## src/hdl/pesc_pkg.sv

```systemverilog
// ---------------------------------------------------------------------------
// PETSCII escape encoder package
// Word types, character constants, the escape name table and the
// per-character conversion that the front and back ends share.
// ---------------------------------------------------------------------------
`default_nettype none

package pesc_pkg;

    // Input word: one ASCII character and the end-of-text mark.
    typedef struct packed {
        logic [7:0] char_in;
        logic       end_of_text;
    } t_in_word;

    // Output word: one PETSCII byte and the last-of-run mark.
    typedef struct packed {
        logic [7:0] byte_out;
        logic       last_of_run;
    } t_out_word;

    // Command handed from the front end to the back end. A flush command
    // emits a space for the brace, the collected name converted, then code.
    typedef struct packed {
        logic       is_flush;
        logic [7:0] code;
    } t_cmd;

    typedef enum logic [1:0] {
        SM_NORMAL  = 2'd0,
        SM_COLLECT = 2'd1,
        SM_LITERAL = 2'd2
    } t_scan_mode;

    typedef enum logic [1:0] {
        BK_IDLE,
        BK_NAME,
        BK_CLOSE
    } t_back_state;

    localparam logic [7:0] CHAR_LBRACE = 8'h7B;
    localparam logic [7:0] CHAR_RBRACE = 8'h7D;
    localparam logic [7:0] CHAR_AT     = 8'h40;
    localparam logic [7:0] BYTE_SPACE  = 8'h20;
    localparam logic [7:0] BYTE_NUL    = 8'h00;
    localparam logic [7:0] CASE_OFFSET = 8'h20;

    // Longest name in the table, in characters.
    localparam int NAME_W    = 10;
    localparam int NUM_NAMES = 48;

    // Text is right-justified: the last character sits in the low byte.
    typedef struct packed {
        logic [NAME_W*8-1:0] text;
        logic [3:0]          len;
        logic [7:0]          code;
    } t_name_entry;

    localparam t_name_entry NAME_TABLE [NUM_NAMES] = '{
        '{"black",      4'd5,  8'h90}, '{"white",      4'd5,  8'h05},
        '{"red",        4'd3,  8'h1C}, '{"cyan",       4'd4,  8'h9F},
        '{"magenta",    4'd7,  8'h9C}, '{"purple",     4'd6,  8'h9C},
        '{"green",      4'd5,  8'h1E}, '{"blue",       4'd4,  8'h1F},
        '{"yellow",     4'd6,  8'h9E}, '{"home",       4'd4,  8'h13},
        '{"clear",      4'd5,  8'h93}, '{"esc",        4'd3,  8'h27},
        '{"back",       4'd4,  8'h08}, '{"delete",     4'd6,  8'h14},
        '{"del",        4'd3,  8'h14}, '{"insert",     4'd6,  8'h94},
        '{"ins",        4'd3,  8'h94}, '{"reverse",    4'd7,  8'h12},
        '{"rev",        4'd3,  8'h12}, '{"under",      4'd5,  8'h82},
        '{"underline",  4'd9,  8'h82}, '{"off",        4'd3,  8'h81},
        '{"bell",       4'd4,  8'h07}, '{"up",         4'd2,  8'h91},
        '{"down",       4'd4,  8'h0A}, '{"left",       4'd4,  8'h9D},
        '{"right",      4'd5,  8'h1D}, '{"tab",        4'd3,  8'h09},
        '{"crsr-up",    4'd7,  8'h91}, '{"crsr-down",  4'd9,  8'h0A},
        '{"crsr-left",  4'd9,  8'h9D}, '{"crsr-right", 4'd10, 8'h1D},
        '{"f1",         4'd2,  8'h85}, '{"f2",         4'd2,  8'h89},
        '{"f3",         4'd2,  8'h86}, '{"f4",         4'd2,  8'h8A},
        '{"f5",         4'd2,  8'h87}, '{"f6",         4'd2,  8'h8B},
        '{"f7",         4'd2,  8'h88}, '{"f8",         4'd2,  8'h8C},
        '{"shift-f1",   4'd8,  8'h85}, '{"shift-f2",   4'd8,  8'h89},
        '{"shift-f3",   4'd8,  8'h86}, '{"shift-f4",   4'd8,  8'h8A},
        '{"shift-f5",   4'd8,  8'h87}, '{"shift-f6",   4'd8,  8'h8B},
        '{"shift-f7",   4'd8,  8'h88}, '{"shift-f8",   4'd8,  8'h8C}
    };

    // Character at position pos (0 = first) of a table name.
    function automatic logic [7:0] name_char(input t_name_entry e, input int unsigned pos);
        logic [NAME_W*8-1:0] t;
        t = '0;
        if (pos < e.len) begin
            t = e.text >> (8 * (int'(e.len) - 1 - int'(pos)));
        end
        return t[7:0];
    endfunction

    // One ASCII character to PETSCII.
    function automatic logic [7:0] petscii_conv(input logic [7:0] c);
        logic [7:0] r;
        r = BYTE_SPACE;
        if (c inside {[8'h20:8'h3F], [8'h41:8'h5F]}) begin
            r = c;
        end else if (c inside {[8'h61:8'h7A]}) begin
            r = c - CASE_OFFSET;
        end else if (c == CHAR_AT) begin
            r = BYTE_NUL;
        end
        return r;
    endfunction

endpackage

`default_nettype wire

```

## src/hdl/petscii_escape_encoder_core.sv

```systemverilog
// ---------------------------------------------------------------------------
// PETSCII escape encoder core
// Converts an ASCII character stream to PETSCII bytes, replacing brace
// escapes such as {red} or {clear} with their single control codes.
// ---------------------------------------------------------------------------
// Path: the first byte of a word is registered in the command queue and then in the
// output word; a word that only extends an escape name gives none.
// Throughput: one word per cycle while the two-entry command queue has room. The
// back end emits one byte per cycle while the output is ready, so a flush of n
// collected characters gives n + 2 bytes (at most MAX_NAME_LEN + 2) and can hold off the input.
// Reset: synchronous, active low; clears mode, count, queue, back-end state and output valid only.
`default_nettype none

module petscii_escape_encoder_core #(
    parameter int MAX_NAME_LEN = 10
) (
    input  wire                  i_clk,
    input  wire                  i_rst_n,
    input  wire                  i_in_valid,
    output logic                 o_in_ready,
    input  pesc_pkg::t_in_word   i_in_word,
    output logic                 o_out_valid,
    input  wire                  i_out_ready,
    output pesc_pkg::t_out_word  o_out_word
);
    import pesc_pkg::*;

    localparam int CNT_W = $clog2(MAX_NAME_LEN + 1);
    localparam int BUF_W = MAX_NAME_LEN * 8;
    localparam int CMD_W = $bits(t_cmd);
    localparam int Q_W   = CMD_W + CNT_W + BUF_W;

    // Front end to queue.
    logic             push;
    logic             q_full;
    t_cmd             f_cmd;
    logic [CNT_W-1:0] f_count;
    logic [BUF_W-1:0] f_buf;

    // Queue to back end.
    logic             pop;
    logic             q_valid;
    logic [Q_W-1:0]   q_head;
    t_cmd             b_cmd;
    logic [CNT_W-1:0] b_count;
    logic [BUF_W-1:0] b_buf;

    // The front end classifies each word and updates the scan state in the
    // cycle it is accepted. Any word that yields bytes becomes one command:
    // either a single finished byte, or a flush that carries a snapshot of
    // the collected name so the front end can start a new name at once.
    pesc_front #(
        .MAX_NAME_LEN (MAX_NAME_LEN)
    ) u_front (
        .i_clk       (i_clk),
        .i_rst_n     (i_rst_n),
        .i_in_valid  (i_in_valid),
        .o_in_ready  (o_in_ready),
        .i_in_word   (i_in_word),
        .i_q_full    (q_full),
        .o_push      (push),
        .o_cmd       (f_cmd),
        .o_cmd_count (f_count),
        .o_cmd_buf   (f_buf)
    );

    // Two commands of slack let the front end keep taking words while the
    // back end stalls on the output or drains a flush.
    pesc_queue #(
        .W (Q_W)
    ) u_queue (
        .i_clk   (i_clk),
        .i_rst_n (i_rst_n),
        .i_push  (push),
        .i_data  ({f_cmd, f_count, f_buf}),
        .o_full  (q_full),
        .i_pop   (pop),
        .o_valid (q_valid),
        .o_head  (q_head)
    );

    assign b_cmd   = t_cmd'(q_head[Q_W-1 -: CMD_W]);
    assign b_count = q_head[BUF_W +: CNT_W];
    assign b_buf   = q_head[BUF_W-1:0];

    // The back end sequences each command into bytes: a single byte, or a
    // space for the brace, the name characters converted, and the closing
    // byte, which carries the last-of-run mark.
    pesc_back #(
        .MAX_NAME_LEN (MAX_NAME_LEN)
    ) u_back (
        .i_clk       (i_clk),
        .i_rst_n     (i_rst_n),
        .i_q_valid   (q_valid),
        .i_q_cmd     (b_cmd),
        .i_q_count   (b_count),
        .i_q_buf     (b_buf),
        .o_pop       (pop),
        .o_out_valid (o_out_valid),
        .i_out_ready (i_out_ready),
        .o_out_word  (o_out_word)
    );

endmodule

`default_nettype wire

```

## src/hdl/pesc_front.sv

```systemverilog
// ---------------------------------------------------------------------------
// PETSCII escape encoder front end
// Accepts input words, tracks the brace scan mode, collects escape names
// and issues one command per word that produces output.
// ---------------------------------------------------------------------------
`default_nettype none

module pesc_front #(
    parameter int MAX_NAME_LEN = 10,
    localparam int CNT_W = $clog2(MAX_NAME_LEN + 1),
    localparam int IDX_W = $clog2(MAX_NAME_LEN)
) (
    input  wire                        i_clk,
    input  wire                        i_rst_n,
    input  wire                        i_in_valid,
    output logic                       o_in_ready,
    input  pesc_pkg::t_in_word         i_in_word,
    input  wire                        i_q_full,
    output logic                       o_push,
    output pesc_pkg::t_cmd             o_cmd,
    output logic [CNT_W-1:0]           o_cmd_count,
    output logic [MAX_NAME_LEN*8-1:0]  o_cmd_buf
);
    import pesc_pkg::*;

    t_scan_mode       r_mode, n_mode;
    logic [CNT_W-1:0] r_count, n_count;
    logic [7:0]       r_buf [MAX_NAME_LEN];

    logic       accept;
    logic [7:0] c;
    logic       eot;
    logic       is_open;
    logic       is_close;
    logic       full_name;
    logic       collect_wr;
    logic [7:0] name_code;

    assign o_in_ready = !i_q_full;
    assign accept     = i_in_valid && o_in_ready;
    assign c          = i_in_word.char_in;
    assign eot        = i_in_word.end_of_text;
    assign is_open    = (c == CHAR_LBRACE);
    assign is_close   = (c == CHAR_RBRACE);
    assign full_name  = (r_count >= CNT_W'(MAX_NAME_LEN));
    assign collect_wr = accept && (r_mode == SM_COLLECT) && !is_close && !full_name && !eot;

    // Name lookup against the fixed table; zero means no match.
    always_comb begin
        logic hit;
        name_code = '0;
        for (int e = 0; e < NUM_NAMES; e++) begin
            hit = (r_count == CNT_W'(NAME_TABLE[e].len));
            for (int i = 0; i < NAME_W; i++) begin
                if ((i < int'(NAME_TABLE[e].len)) &&
                    (r_buf[i] != name_char(NAME_TABLE[e], i))) begin
                    hit = 1'b0;
                end
            end
            if (hit && (name_code == '0)) begin
                name_code = NAME_TABLE[e].code;
            end
        end
    end

    // Next scan mode and fill count.
    always_comb begin
        n_mode  = r_mode;
        n_count = r_count;
        if (accept) begin
            case (r_mode)
                SM_COLLECT: begin
                    if (is_close) begin
                        n_mode  = SM_NORMAL;
                        n_count = '0;
                    end else if (full_name) begin
                        n_mode  = SM_LITERAL;
                        n_count = '0;
                    end else if (eot) begin
                        n_count = '0;
                    end else begin
                        n_count = r_count + CNT_W'(1);
                    end
                end
                SM_LITERAL: begin
                    if (is_close) begin
                        n_mode = SM_NORMAL;
                    end
                end
                SM_NORMAL: begin
                    if (is_open && !eot) begin
                        n_mode  = SM_COLLECT;
                        n_count = '0;
                    end
                end
                default: begin
                    n_mode = SM_NORMAL;
                end
            endcase
            if (eot) begin
                n_mode  = SM_NORMAL;
                n_count = '0;
            end
        end
    end

    // Command issue.
    always_comb begin
        o_push        = 1'b0;
        o_cmd.is_flush = 1'b0;
        o_cmd.code    = petscii_conv(c);
        if (accept) begin
            case (r_mode)
                SM_COLLECT: begin
                    if (is_close) begin
                        o_push = 1'b1;
                        if (name_code != '0) begin
                            o_cmd.code = name_code;
                        end else begin
                            o_cmd.is_flush = 1'b1;
                            o_cmd.code     = BYTE_SPACE;
                        end
                    end else if (full_name || eot) begin
                        o_push         = 1'b1;
                        o_cmd.is_flush = 1'b1;
                    end
                end
                SM_LITERAL: begin
                    o_push = 1'b1;
                end
                SM_NORMAL: begin
                    o_push = !(is_open && !eot);
                end
                default: begin
                    o_push = 1'b1;
                end
            endcase
        end
    end

    assign o_cmd_count = r_count;

    always_comb begin
        for (int k = 0; k < MAX_NAME_LEN; k++) begin
            o_cmd_buf[8*k +: 8] = r_buf[k];
        end
    end

    always_ff @(posedge i_clk) begin
        if (!i_rst_n) begin
            r_mode  <= SM_NORMAL;
            r_count <= '0;
        end else begin
            r_mode  <= n_mode;
            r_count <= n_count;
        end
    end

    always_ff @(posedge i_clk) begin
        if (collect_wr) begin
            r_buf[r_count[IDX_W-1:0]] <= c;
        end
    end

endmodule

`default_nettype wire

```

## src/hdl/pesc_queue.sv

```systemverilog
// ---------------------------------------------------------------------------
// PETSCII escape encoder command queue
// Two-entry first-in first-out buffer between the front and back ends.
// ---------------------------------------------------------------------------
`default_nettype none

module pesc_queue #(
    parameter int W = 8
) (
    input  wire          i_clk,
    input  wire          i_rst_n,
    input  wire          i_push,
    input  wire  [W-1:0] i_data,
    output logic         o_full,
    input  wire          i_pop,
    output logic         o_valid,
    output logic [W-1:0] o_head
);
    logic [W-1:0] r_d0, r_d1;
    logic         r_v0, r_v1;

    assign o_full  = r_v1;
    assign o_valid = r_v0;
    assign o_head  = r_d0;

    always_ff @(posedge i_clk) begin
        if (!i_rst_n) begin
            r_v0 <= 1'b0;
            r_v1 <= 1'b0;
        end else if (i_pop && i_push) begin
            r_v0 <= 1'b1;
        end else if (i_pop) begin
            r_v0 <= r_v1;
            r_v1 <= 1'b0;
        end else if (i_push) begin
            if (!r_v0) begin
                r_v0 <= 1'b1;
            end else begin
                r_v1 <= 1'b1;
            end
        end
    end

    always_ff @(posedge i_clk) begin
        if (i_pop && i_push) begin
            if (r_v1) begin
                r_d0 <= r_d1;
                r_d1 <= i_data;
            end else begin
                r_d0 <= i_data;
            end
        end else if (i_pop) begin
            r_d0 <= r_d1;
        end else if (i_push) begin
            if (!r_v0) begin
                r_d0 <= i_data;
            end else begin
                r_d1 <= i_data;
            end
        end
    end

endmodule

`default_nettype wire

```

## src/hdl/pesc_back.sv

```systemverilog
// ---------------------------------------------------------------------------
// PETSCII escape encoder back end
// Executes queued commands and drives the registered output word, one
// byte per cycle while the output is ready.
// ---------------------------------------------------------------------------
`default_nettype none

module pesc_back #(
    parameter int MAX_NAME_LEN = 10,
    localparam int CNT_W = $clog2(MAX_NAME_LEN + 1),
    localparam int IDX_W = $clog2(MAX_NAME_LEN)
) (
    input  wire                        i_clk,
    input  wire                        i_rst_n,
    input  wire                        i_q_valid,
    input  pesc_pkg::t_cmd             i_q_cmd,
    input  wire  [CNT_W-1:0]           i_q_count,
    input  wire  [MAX_NAME_LEN*8-1:0]  i_q_buf,
    output logic                       o_pop,
    output logic                       o_out_valid,
    input  wire                        i_out_ready,
    output pesc_pkg::t_out_word        o_out_word
);
    import pesc_pkg::*;

    t_back_state      r_state, n_state;
    logic [7:0]       r_tail;
    logic [CNT_W-1:0] r_count;
    logic [7:0]       r_buf [MAX_NAME_LEN];
    logic [IDX_W-1:0] r_pos;
    logic             r_out_valid;
    t_out_word        r_out_word;

    logic      can_emit;
    logic      emit;
    logic      load;
    logic      last_name;
    t_out_word emit_word;

    assign can_emit  = !r_out_valid || i_out_ready;
    assign last_name = ((CNT_W'(r_pos) + CNT_W'(1)) == r_count);

    // Next state.
    always_comb begin
        n_state = r_state;
        case (r_state)
            BK_IDLE: begin
                if (i_q_valid && can_emit && i_q_cmd.is_flush) begin
                    n_state = (i_q_count == '0) ? BK_CLOSE : BK_NAME;
                end
            end
            BK_NAME: begin
                if (can_emit && last_name) begin
                    n_state = BK_CLOSE;
                end
            end
            BK_CLOSE: begin
                if (can_emit) begin
                    n_state = BK_IDLE;
                end
            end
            default: begin
                n_state = BK_IDLE;
            end
        endcase
    end

    // Outputs of the sequencer.
    always_comb begin
        emit      = 1'b0;
        load      = 1'b0;
        o_pop     = 1'b0;
        emit_word = '0;
        case (r_state)
            BK_IDLE: begin
                if (i_q_valid && can_emit) begin
                    emit  = 1'b1;
                    o_pop = 1'b1;
                    if (i_q_cmd.is_flush) begin
                        load      = 1'b1;
                        emit_word = '{byte_out: BYTE_SPACE, last_of_run: 1'b0};
                    end else begin
                        emit_word = '{byte_out: i_q_cmd.code, last_of_run: 1'b1};
                    end
                end
            end
            BK_NAME: begin
                emit      = can_emit;
                emit_word = '{byte_out: petscii_conv(r_buf[r_pos]), last_of_run: 1'b0};
            end
            BK_CLOSE: begin
                emit      = can_emit;
                emit_word = '{byte_out: r_tail, last_of_run: 1'b1};
            end
            default: begin
                emit = 1'b0;
            end
        endcase
    end

    always_ff @(posedge i_clk) begin
        if (!i_rst_n) begin
            r_state     <= BK_IDLE;
            r_out_valid <= 1'b0;
        end else begin
            r_state <= n_state;
            if (emit) begin
                r_out_valid <= 1'b1;
            end else if (i_out_ready) begin
                r_out_valid <= 1'b0;
            end
        end
    end

    always_ff @(posedge i_clk) begin
        if (emit) begin
            r_out_word <= emit_word;
        end
        if (load) begin
            r_tail  <= i_q_cmd.code;
            r_count <= i_q_count;
            r_pos   <= '0;
            for (int k = 0; k < MAX_NAME_LEN; k++) begin
                r_buf[k] <= i_q_buf[8*k +: 8];
            end
        end else if ((r_state == BK_NAME) && can_emit) begin
            r_pos <= r_pos + IDX_W'(1);
        end
    end

    assign o_out_valid = r_out_valid;
    assign o_out_word  = r_out_word;

endmodule

`default_nettype wire
```

## config.mk

```make
export PLATFORM = sky130hd
export DESIGN_NAME = petscii_escape_encoder_core
export DESIGN_NICKNAME = d
export VERILOG_FILES = /design/src/hdl/pesc_pkg.sv /design/src/hdl/petscii_escape_encoder_core.sv /design/src/hdl/pesc_front.sv /design/src/hdl/pesc_queue.sv /design/src/hdl/pesc_back.sv
export SDC_FILE = /design/constraint.sdc
export NUM_CORES = 1
export LEC_CHECK = 0
export ABC_CLOCK_PERIOD_IN_PS = 10010
export BUFFER_PORTS_ARGS = -buffer_cell sky130_fd_sc_hd__buf_2
export CAP_MARGIN = 30
export CORE_MARGIN = 4
export CORE_UTILIZATION = 57
export DETAILED_ROUTE_END_ITERATION = 7
export PLACE_DENSITY = 0.78
export SLEW_MARGIN = 40
export SYNTH_ARGS = -nofsm -noshare
export SYNTH_HDL_FRONTEND = slang
export SYNTH_HIERARCHICAL = 1
export SYNTH_SLANG_ARGS = --single-unit
```

## constraint.sdc

```tcl
create_clock -name i_clk -period 10.01 [get_ports i_clk]
set_input_delay 2.002 -clock i_clk [delete_from_list [all_inputs] [get_ports i_clk]]
set_output_delay 2.002 -clock i_clk [all_outputs]
set_load 0.03 [all_outputs]
```

==> results of run 1 <==
layout by cell type, fill, tap and decap left out, types with 19 or more instances in the layout:
cell type / instances
nand2_1: 52
nor2_1: 53
buf_2: 23
a22oi_1: 19
mux2_2: 25
mux2i_1: 28
nand3_1: 27
clkbuf_16: 39
mux2_4: 70
edfxtp_1: 367
nand4_1: 51
nor2b_1: 21
nor4_1: 25
worst max-delay path by stage:
stage	from	endpoint	slack (ns)	depth (start not counted)
floorplan	i_in_word[6]	u_queue/o_head[0]	1.79	10
global placement	i_in_word[1]	u_queue/o_head[5]	3.93	13
detailed placement	i_in_word[6]	u_queue/o_head[13]	4.00	13
CTS	i_in_word[6]	u_queue/o_head[9]	4.52	13
global route	i_in_word[6]	u_queue/o_head[9]	4.10	13
finish	i_in_word[6]	u_queue/o_head[9]	4.41	13
routing by layer:
metal	track usage (%)	wire length, um
met3	4.31	3240
met1	35.9	17800
met4	11.1	2020
met5	0	0
met2	38.6	19200
cell type report:
class / count / area, um2 / share of cell area [%]
clock buffers: 43 / 991 / 5.28
clock inverters: 29 / 295 / 1.57
inverters: 17 / 63.8 / 0.340
multi-input cells: 653 / 5330 / 28.4
flip-flops and latches: 386 / 11400 / 60.8
well taps: 390 / 488 / 2.60
repair buffers: 32 / 198 / 1.05
power by group:
part / total, W / internal (W) / leakage [nW] / switching [W]
Sequential: 0.00214 / 0.00206 / 3.57 / 0.0000836
Clock: 0.00143 / 0.000830 / 0.627 / 0.000604
Combinational: 0.000808 / 0.000284 / 2.19 / 0.000524
Total: 0.00439 / 0.00317 / 6.39 / 0.00121
registers in the layout (all words and copies together) (netlist names), named ones only:
register	flops
u_back/o_out_valid	1
u_back/o_out_word	9
u_back/r_buf	80
u_back/r_count	4
u_back/r_pos	4
u_back/r_state	2
u_back/r_tail	8
u_front/o_cmd_count	4
u_front/r_buf	80
u_front/r_mode	2
u_queue/o_full	1
u_queue/o_head	93
u_queue/o_valid	1
u_queue/r_d1	93
worst max-delay path, cell delays in order:
cell,delay [ns]
buf_2,0.32
nand4_1,0.21
nor4b_1,0.50
or2_2,0.22
a21oi_1,0.12
nand2_1,0.17
o21ai_0,0.09
a21oi_1,0.26
inv_2,0.14
o21ai_4,0.15
buf_6,0.54
buf_4,0.66
mux2_2,0.42
kinds of logic (layout without fill, tap and decap cells):
logic type	Yosys count	after routing
buf+inv	60	121
flops	386	386
fa+ha+maj	13	13
simple gates	376	376
mux	129	129
xor+xnor	12	12
compound gates	123	123
per-stage QoR:
step | cells | hold slack [ns]
after CTS | 1550 | 0.409
after global placement | 1478 | 0.401
after detailed placement | 1478 | 0.405
after global routing | 1550 | 0.415
final | 1550 | 0.416
after floorplan | 1099 | 0.400
==> results.toml, run 1 <==
[clocking]
cts.sinks = 386
post_cts_buffers = 0
numCtsBuffers = 39
cts_tree = "done"
cts.htree.levels = 2
cts_hold_buf = 0
clkLatencyLatePin_ns = 0.55
cts.repair.resized = 0
clkTransAtPathRegs_ns = 0.06
clk_path_buf_depth = 3
cts_root_buf = "clkbuf_16"

[yosys]
synth_cells = 1099
synthSimpleGateAreaFrac_pct = 13.7
synth_common_cells = "edfxtp_1 (367), mux2_4 (70), nor2_1 (54), nand2_1 (52), nand4_1 (51)"
yosys_warnings = 6
syn_avg_cell_area_um2 = 15.6
synthArstFlopShare_pct = 0
synth_edf_count = 367
syn_area_mm2 = 0.0171
synth_top_cells_by_area = "edfxtp_1 (64%), mux2_4 (6.1%), dfxtp_1 (2.2%)"
synthMuxAreaShare_pct = 10.2
synth.most_common_cell = "edfxtp_1"
synth_top_family_by_area = "simple AND/OR/NAND/NOR gates"
synth_compound_area_share_pct = 5.37
synth_flop_cell = "edfxtp_1"
synthDominantCellAreaShare_pct = 64.4
synthAdderAreaFrac_pct = 0.950
synth.distinct_cells = 93
syn-num-nets = 1125
yosysSeqAreaShare_pct = 66.6
yosys.area_share.xor_xnor_pct = 0.614
synth-seq-cells = 386
synth_top_cell_by_area = "edfxtp_1"

[route]
drt-initial-drc-count = 1468
wl_um = 42200
vias_per_cell = 6.62
drtPass1Iterations = 6
routedWlPerCell_um = 27.3
vias = 10300
drt.antenna.violating_nets = 0
drc_errors = 0

[sta]
slew_violations = 0
finClkSkew_ns = 0.0319
layout_setup_ws_ns = 4.41
tightestPinTransition_ns = 0.871
setup_viol = 0
fmax_mhz = 179
slew_headroom_pct = 41.5
rsz0062_at_grt = "no"
finalCritPeriodShare_pct = 55.9
finalCriticalPeriod_ns = 5.60
fin_tns_setup_ns = 0
final_hold_viol_count = 0

[floorplanning]
ioPinCount = 24
fp.dieW_um = 181
die-area_mm2 = 0.0329
core_area_mm2 = 0.0296
die_h_um = 181
floorplan.initialDensity_pct = 57.8
std_cell_rows = 63

[power]
p_per_area_mw_per_mm2 = 234
cellLeakagePower_nw = 6.39
report.power.total_w = 0.00439
ir_drop_mv = 0.144

[cells_and_area]
nFillCells = 2130
syn_to_final_growth_pct = 9.60
num_antenna_cells = 0
nets = 1155
fin_area_mm2 = 0.0188
drive_gt1_share_pct = 20.5
final_util_pct = 63.3

[grt]
antenna_found_initial = 0
grt_pass1_wl_um = 62600
grt_use_total_pct = 25.2
grt_pass1_vias = 9946
grt-ovfl-total = 0
grt_max_degree = 83

[place]
io_buffers = 23
post-dp-hpwl_um = 29900
gp_congestion = 0.968
post_dp_cell_area_mm2 = 0.0175
place_worst_setup_slack_ns = 4.00

[setup_path]
r2r.worst_path.cells = 9
arrival_ns = 5.86
r2r-end = "u_queue/o_head[92]"
reg2reg_from = "u_front/r_buf[1][1]"
worstPathMaxFanout = 52
worstPathRequired_ns = 10.28
criticalPathCategory = "in2reg"
r2r_slack_ns = 5.87
crit_path_end_kind = "flip-flop"
cp-start-kind = "input pin"

[status]
status = "finished clean"

[worst_hold_path]
holdPathStages = 0
holdPathEnd = "u_back/r_buf[5][1]"
min_path_type = "reg2reg"
min-delay-start = "u_queue/o_head[41]"

[job]
drv_cap = 0
Note: power is estimated with default switching activity, not from simulation.
==> inputs of run 2 (changes only) <==
- ABC_CLOCK_PERIOD_IN_PS: 10010 -> 5300
- CORE_UTILIZATION: 57 -> 60
- clock period: 10.01 -> 5.3 ns (I/O delays scaled with it)
==> results.toml, run 2 (synthesis gave the netlist of run 1 again) <==
[grt]
use_met2_pct = 39.9
grt_max_degree = 87
grt_util_met3_pct = 3.67
grt-ovfl-total = 0
use_met1_pct = 39.6
antenna_found_initial = 1
grt_pass1_vias = 10000
grt_pass1_wl_um = 62300
grt_use_total_pct = 26.5
top_usage_layer = "met2"

[cells_and_area]
mostFrequentLayoutCell = "edfxtp_1"
final_cell_mix = "edfxtp_1 (367), mux2_4 (70), nor2_1 (53), nand2_1 (52), nand4_1 (51)"
drive_gt1_share_pct = 21.1
nets = 1172
nFillCells = 1929
syn_to_final_growth_pct = 10.4
multi_input_area_mm2 = 0.00532
final_util_pct = 67.7
ff_latch_area_mm2 = 0.0114

[setup_path]
cp-start-kind = "input pin"
worstPathRequired_ns = 5.55
cpPeakStageDelay_ns = 0.63
criticalPathCategory = "in2reg"
reg2reg_from = "u_front/o_cmd_count[0]"
worst_path_max_delay_cell = "o21ai_4"
worstPathMaxFanout = 24
arrival_ns = 4.39
r2r.worst_path.cells = 10
worstPathCellList = "buf_2 -> nand4_1 -> nor4b_1 -> or2_2 -> a21oi_1 -> buf_4 -> nand2_1 -> o21ai_0 -> a21oi_1 -> inv_2 -> o21ai_4 -> buf_12 -> mux2_2"
r2r-end = "u_queue/o_head[85]"
crit_path_end_kind = "flip-flop"
cp_common_cell = "a21oi_1"
r2r_slack_ns = 1.33

[place]
io_buffers = 23
gp_congestion = 0.967
post-dp-hpwl_um = 29300

[route]
vias_per_cell = 6.66
drtPass1Iterations = 6
wl_um = 41700
vias = 10300
drc_errors = 0
drt.antenna.violating_nets = 0
routedWlPerCell_um = 26.8
drt-initial-drc-count = 1516

[clocking]
cts_hold_buf = 0
clk_path_buf_depth = 3
numCtsBuffers = 40
cts.htree.levels = 2
cts_tree = "done"
post_cts_buffers = 0
cts_root_buf = "clkbuf_16"
cts.sinks = 386
clkLatencyLatePin_ns = 0.53
cts.repair.resized = 0
clkTransAtPathRegs_ns = 0.06

[worst_hold_path]
holdPathStages = 0
min_path_type = "reg2reg"
holdPathEnd = "u_back/r_buf[1][2]"
min-delay-start = "u_queue/o_head[10]"

[power]
p_per_area_mw_per_mm2 = 438
cellLeakagePower_nw = 6.46
ir_drop_mv = 0.297
report.power.total_w = 0.00828

[sta]
finalCritPeriodShare_pct = 78.0
finClkSkew_ns = 0.0254
slew_violations = 0
slew_headroom_pct = 41.7
tightestPinTransition_ns = 0.863
whs_ns = 0.411
final_hold_viol_count = 0
finalCriticalPeriod_ns = 4.13
rsz0062_at_grt = "no"
fin_tns_setup_ns = 0
setup_viol = 0
fmax_mhz = 242

[floorplanning]
floorplan.initialDensity_pct = 61.3
core_area_mm2 = 0.0279
die-area_mm2 = 0.0313
ioPinCount = 24
fp.dieW_um = 177
std_cell_rows = 61
die_h_um = 177

[status]
status = "finished clean"

[job]
drv_cap = 0
==> run 2: changes by cell type in the layout (fill, tap and decap cells not counted), sizes merged <==
cell	previous run	this run
diode	0	1
clkinv	22	15
clkinvlp	1	3
buf	32	48
clkbuf	43	48
bufinv	4	2
==> run 2: layer usage <==
layer  part of all wire [%]  vias up
li1                       -     4492
met1                     42     5105
met2                     45      620
met3                    8.5      130
met4                    4.8        0
met5                      0        -
==> run 2: layout make-up <==
type,instances,area share [%]
flip-flops and latches,386,60.3
multi-input cells,653,28.2
clock buffers,48,5.45
well taps,378,2.50
repair buffers,48,2.20
clock inverters,22,0.986
inverters,17,0.338
diodes,1,0.0132
==> run 2: critical path: cells and delay by family <==
family,cells,cell delay [ns]
simple gates,4,0.99
compound gates,4,1.02
buf+inv,4,0.92
mux,1,0.36
==> run 2: report_power, final <==
group	internal [W]	switching (W)	total, W
combinational	0.000589	0.000968	0.00156
sequential	0.00389	0.000220	0.00411
clock	0.00149	0.00112	0.00261
==> run 2: how the worst max path moves through the flow <==
stage | startpoint | endpoint | cells past startpoint
finish | i_in_word[6] | u_queue/o_head[10] | 13
global route | i_in_word[6] | u_queue/o_head[10] | 13
CTS | i_in_word[6] | u_queue/o_head[10] | 13
detailed placement | i_in_word[6] | u_queue/o_head[10] | 13
global placement | i_in_word[1] | u_queue/o_head[7] | 13
floorplan | i_out_ready | u_back/r_buf[0][0] | 5
==> run 2: per-stage QoR <==
step                instances  setup slack, ns  area [um2]
global route             1552            0.844       18900
detailed placement       1482            0.694       17700
finish                   1553             1.17       18900
CTS                      1552             1.20       18900
global placement         1482            0.863       17700
floorplan                1099            0.355       17100
==> inputs of run 3 (changes only) <==
- ABC_AREA: not set -> 1
- ABC_CLOCK_PERIOD_IN_PS: 5300 -> 4100
- clock period: 5.3 -> 4.1 ns (I/O delays scaled with it)
==> results.toml, run 3 <==
[yosys]
syn_avg_cell_area_um2 = 8.66
yosysSeqAreaShare_pct = 58.7
synth_cells = 2244
synth.distinct_cells = 51
synth-seq-cells = 386
syn-num-nets = 2270
synth_top_cell_by_area = "edfxtp_1"
synth_top_cells_by_area = "edfxtp_1 (57%), nand2_1 (20%), nor2_1 (3.5%)"
synthArstFlopShare_pct = 0
synthDominantCellAreaShare_pct = 56.7
synth_flop_cell = "edfxtp_1"
synth_common_cells = "nand2_1 (1,044), edfxtp_1 (367), nor2_1 (181), inv_1 (173), nand3_1 (88)"
yosys_warnings = 6
synth_edf_count = 367
syn_area_mm2 = 0.0194
synth.most_common_cell = "nand2_1"

[clocking]
cts.repair.resized = 0
numCtsBuffers = 40
cts.htree.levels = 2
cts_tree = "done"
clk_path_buf_depth = 3
cts_hold_buf = 0
clkLatencyLatePin_ns = 0.54
cts_root_buf = "clkbuf_16"
clkTransAtPathRegs_ns = 0.06
cts.sinks = 386
post_cts_buffers = 0

[cells_and_area]
drive_gt1_share_pct = 8.21
num_antenna_cells = 0
final_cell_mix = "nand2_1 (1,044), edfxtp_1 (367), nor2_1 (179), inv_1 (172), nand3_1 (88)"
nFillCells = 2400
nets = 2295
multi_input_area_mm2 = 0.00692
ff_latch_area_mm2 = 0.0114
syn_to_final_growth_pct = 10.7
layout.cells.non_filler = 2703
mostFrequentLayoutCell = "nand2_1"

[route]
routedWlPerCell_um = 20.1
vias_per_cell = 5.91
drtPass1Iterations = 6
drt-initial-drc-count = 2569
vias = 16000
drt.antenna.violating_nets = 0
drc_errors = 0
wl_um = 54400

[grt]
grt_pass1_wl_um = 84100
antenna_found_initial = 0
grt_pass1_vias = 15100
grt_max_degree = 82
grt-ovfl-total = 0
grt_use_total_pct = 30.2

[power]
p_seq_share_pct = 45.7
swShare_pct = 31.2
p_int_w = 0.00839
p_switching_w = 0.00381
comb_power_share_pct = 22.5
p_per_area_mw_per_mm2 = 567
power_frac_clock_pct = 31.8
cellLeakagePower_nw = 9.21
ir_drop_mv = 0.453

[floorplanning]
floorplan.initialDensity_pct = 61.3
std_cell_rows = 65
ioPinCount = 24
die_h_um = 188
fp.dieW_um = 188
die-area_mm2 = 0.0353
core_area_mm2 = 0.0317

[sta]
layout_setup_ws_ns = 0.354
finalCriticalPeriod_ns = 3.75
tightestPinTransition_ns = 0.873
finalCritPeriodShare_pct = 91.4
finClkSkew_ns = 0.0183
slew_headroom_pct = 41.7
fmax_mhz = 267
final_hold_viol_count = 0
slew_violations = 0
setup_viol = 0
rsz0062_at_grt = "no"
fin_tns_setup_ns = 0

[setup_path]
worst_path_max_delay_cell = "dfxtp_1"
cp_top_family = "simple AND/OR/NAND/NOR gates"
cpPeakStageDelay_ns = 0.54
crit_path_end_kind = "flip-flop"
cp_common_cell = "nand2_1"
worstPathRequired_ns = 4.51
arrival_ns = 4.16
path_buf_inv = 2
worstPathCellList = "inv_1 -> ha_1 -> nand2_4 -> inv_1 -> nand2_1 -> nor4_1 -> nand4_1 -> nand4_1 -> nor4_1 -> nand3_1 -> nor3_1 -> nand4_1 -> nor3_1 -> nand4_1 -> nand2b_1 -> nor2_1 -> nand3_1 -> a21oi_1 -> nand2_1 -> nand2_1 -> nand2_1 -> nand2_1"
cp-start-kind = "flip-flop"
criticalPathCategory = "reg2reg"
worstPathMaxFanout = 9

[status]
status = "finished clean"

[place]
place_worst_setup_slack_ns = 0.445
io_buffers = 23
dp_cells = 2629
post-dp-hpwl_um = 38100
gp_congestion = 1.00

[worst_hold_path]
min_path_type = "reg2reg"

[job]
drv_cap = 0
-- run 3: worst register-to-register path: stages, from the launching register on --
cell and delay (ns):
dfxtp_1 0.54, inv_1 0.13, ha_1 0.31, nand2_4 0.15, inv_1 0.08, nand2_1 0.06, nor4_1 0.05, nand4_1 0.17
nand4_1 0.17, nor4_1 0.23, nand3_1 0.11, nor3_1 0.19, nand4_1 0.10, nor3_1 0.20, nand4_1 0.16, nand2b_1 0.18
nor2_1 0.10, nand3_1 0.13, a21oi_1 0.27, nand2_1 0.09, nand2_1 0.08, nand2_1 0.05, nand2_1 0.07
-- run 3: stage by stage --
stage	total power [W]	cell area [um2]	hold WS [ns]	util, %
after floorplan	0.00746	19500	0.400	-
after global placement	0.00824	20100	0.402	63.2
after detailed placement	0.00834	20100	0.405	63.4
after CTS	0.0122	21500	0.410	67.9
after global routing	0.0128	21500	0.421	67.9
final	0.0122	21500	0.418	67.9
-- run 3: cells by family (layout without fill, tap and decap cells) --
family | count (synthesis) | after routing | share of synthesized area (%)
flops | 386 | 386 | 58.7
xor+xnor | 7 | 7 | 0.315
fa+ha+maj | 13 | 13 | 0.837
compound gates | 97 | 97 | 2.92
buf+inv | 270 | 327 | 6.16
simple gates | 1471 | 1471 | 31.1
-- run 3: routing by layer --
metal	GRT usage, %	part of all wire (%)	wire (um)
met2	47.3	45	24800
met5	0	0	0
met1	43.2	40	21800
met4	10.4	3.7	2020
met3	4.99	11	5840
-- run 3: final timing paths --
kind                           from                 end  slack, ns  cells past startpoint
max          u_front/o_cmd_count[0]  u_queue/o_head[89]       0.35                     22
min              u_queue/o_head[13]  u_back/r_buf[1][5]       0.42                      0
max reg2reg  u_front/o_cmd_count[0]  u_queue/o_head[89]       0.35                     22
min reg2reg      u_queue/o_head[13]  u_back/r_buf[1][5]       0.42                      0
-- run 3: cell type report --
type                    count  share of cell area, %
clock inverters            27                   1.62
multi-input cells        1588                   32.2
inverters                 191                   3.33
flip-flops and latches    386                   53.0
well taps                 402                   2.34
repair buffers             62                   2.61
clock buffers              47                   4.97
-- run 3: power groups by stage --
stage	logic, W	registers (W)	clock network (W)
floorplan	0.00186	0.00559	0
global placement	0.00262	0.00563	0
detailed placement	0.00268	0.00565	0
CTS	0.00271	0.00558	0.00391
global route	0.00304	0.00564	0.00409
finish	0.00274	0.00558	0.00388
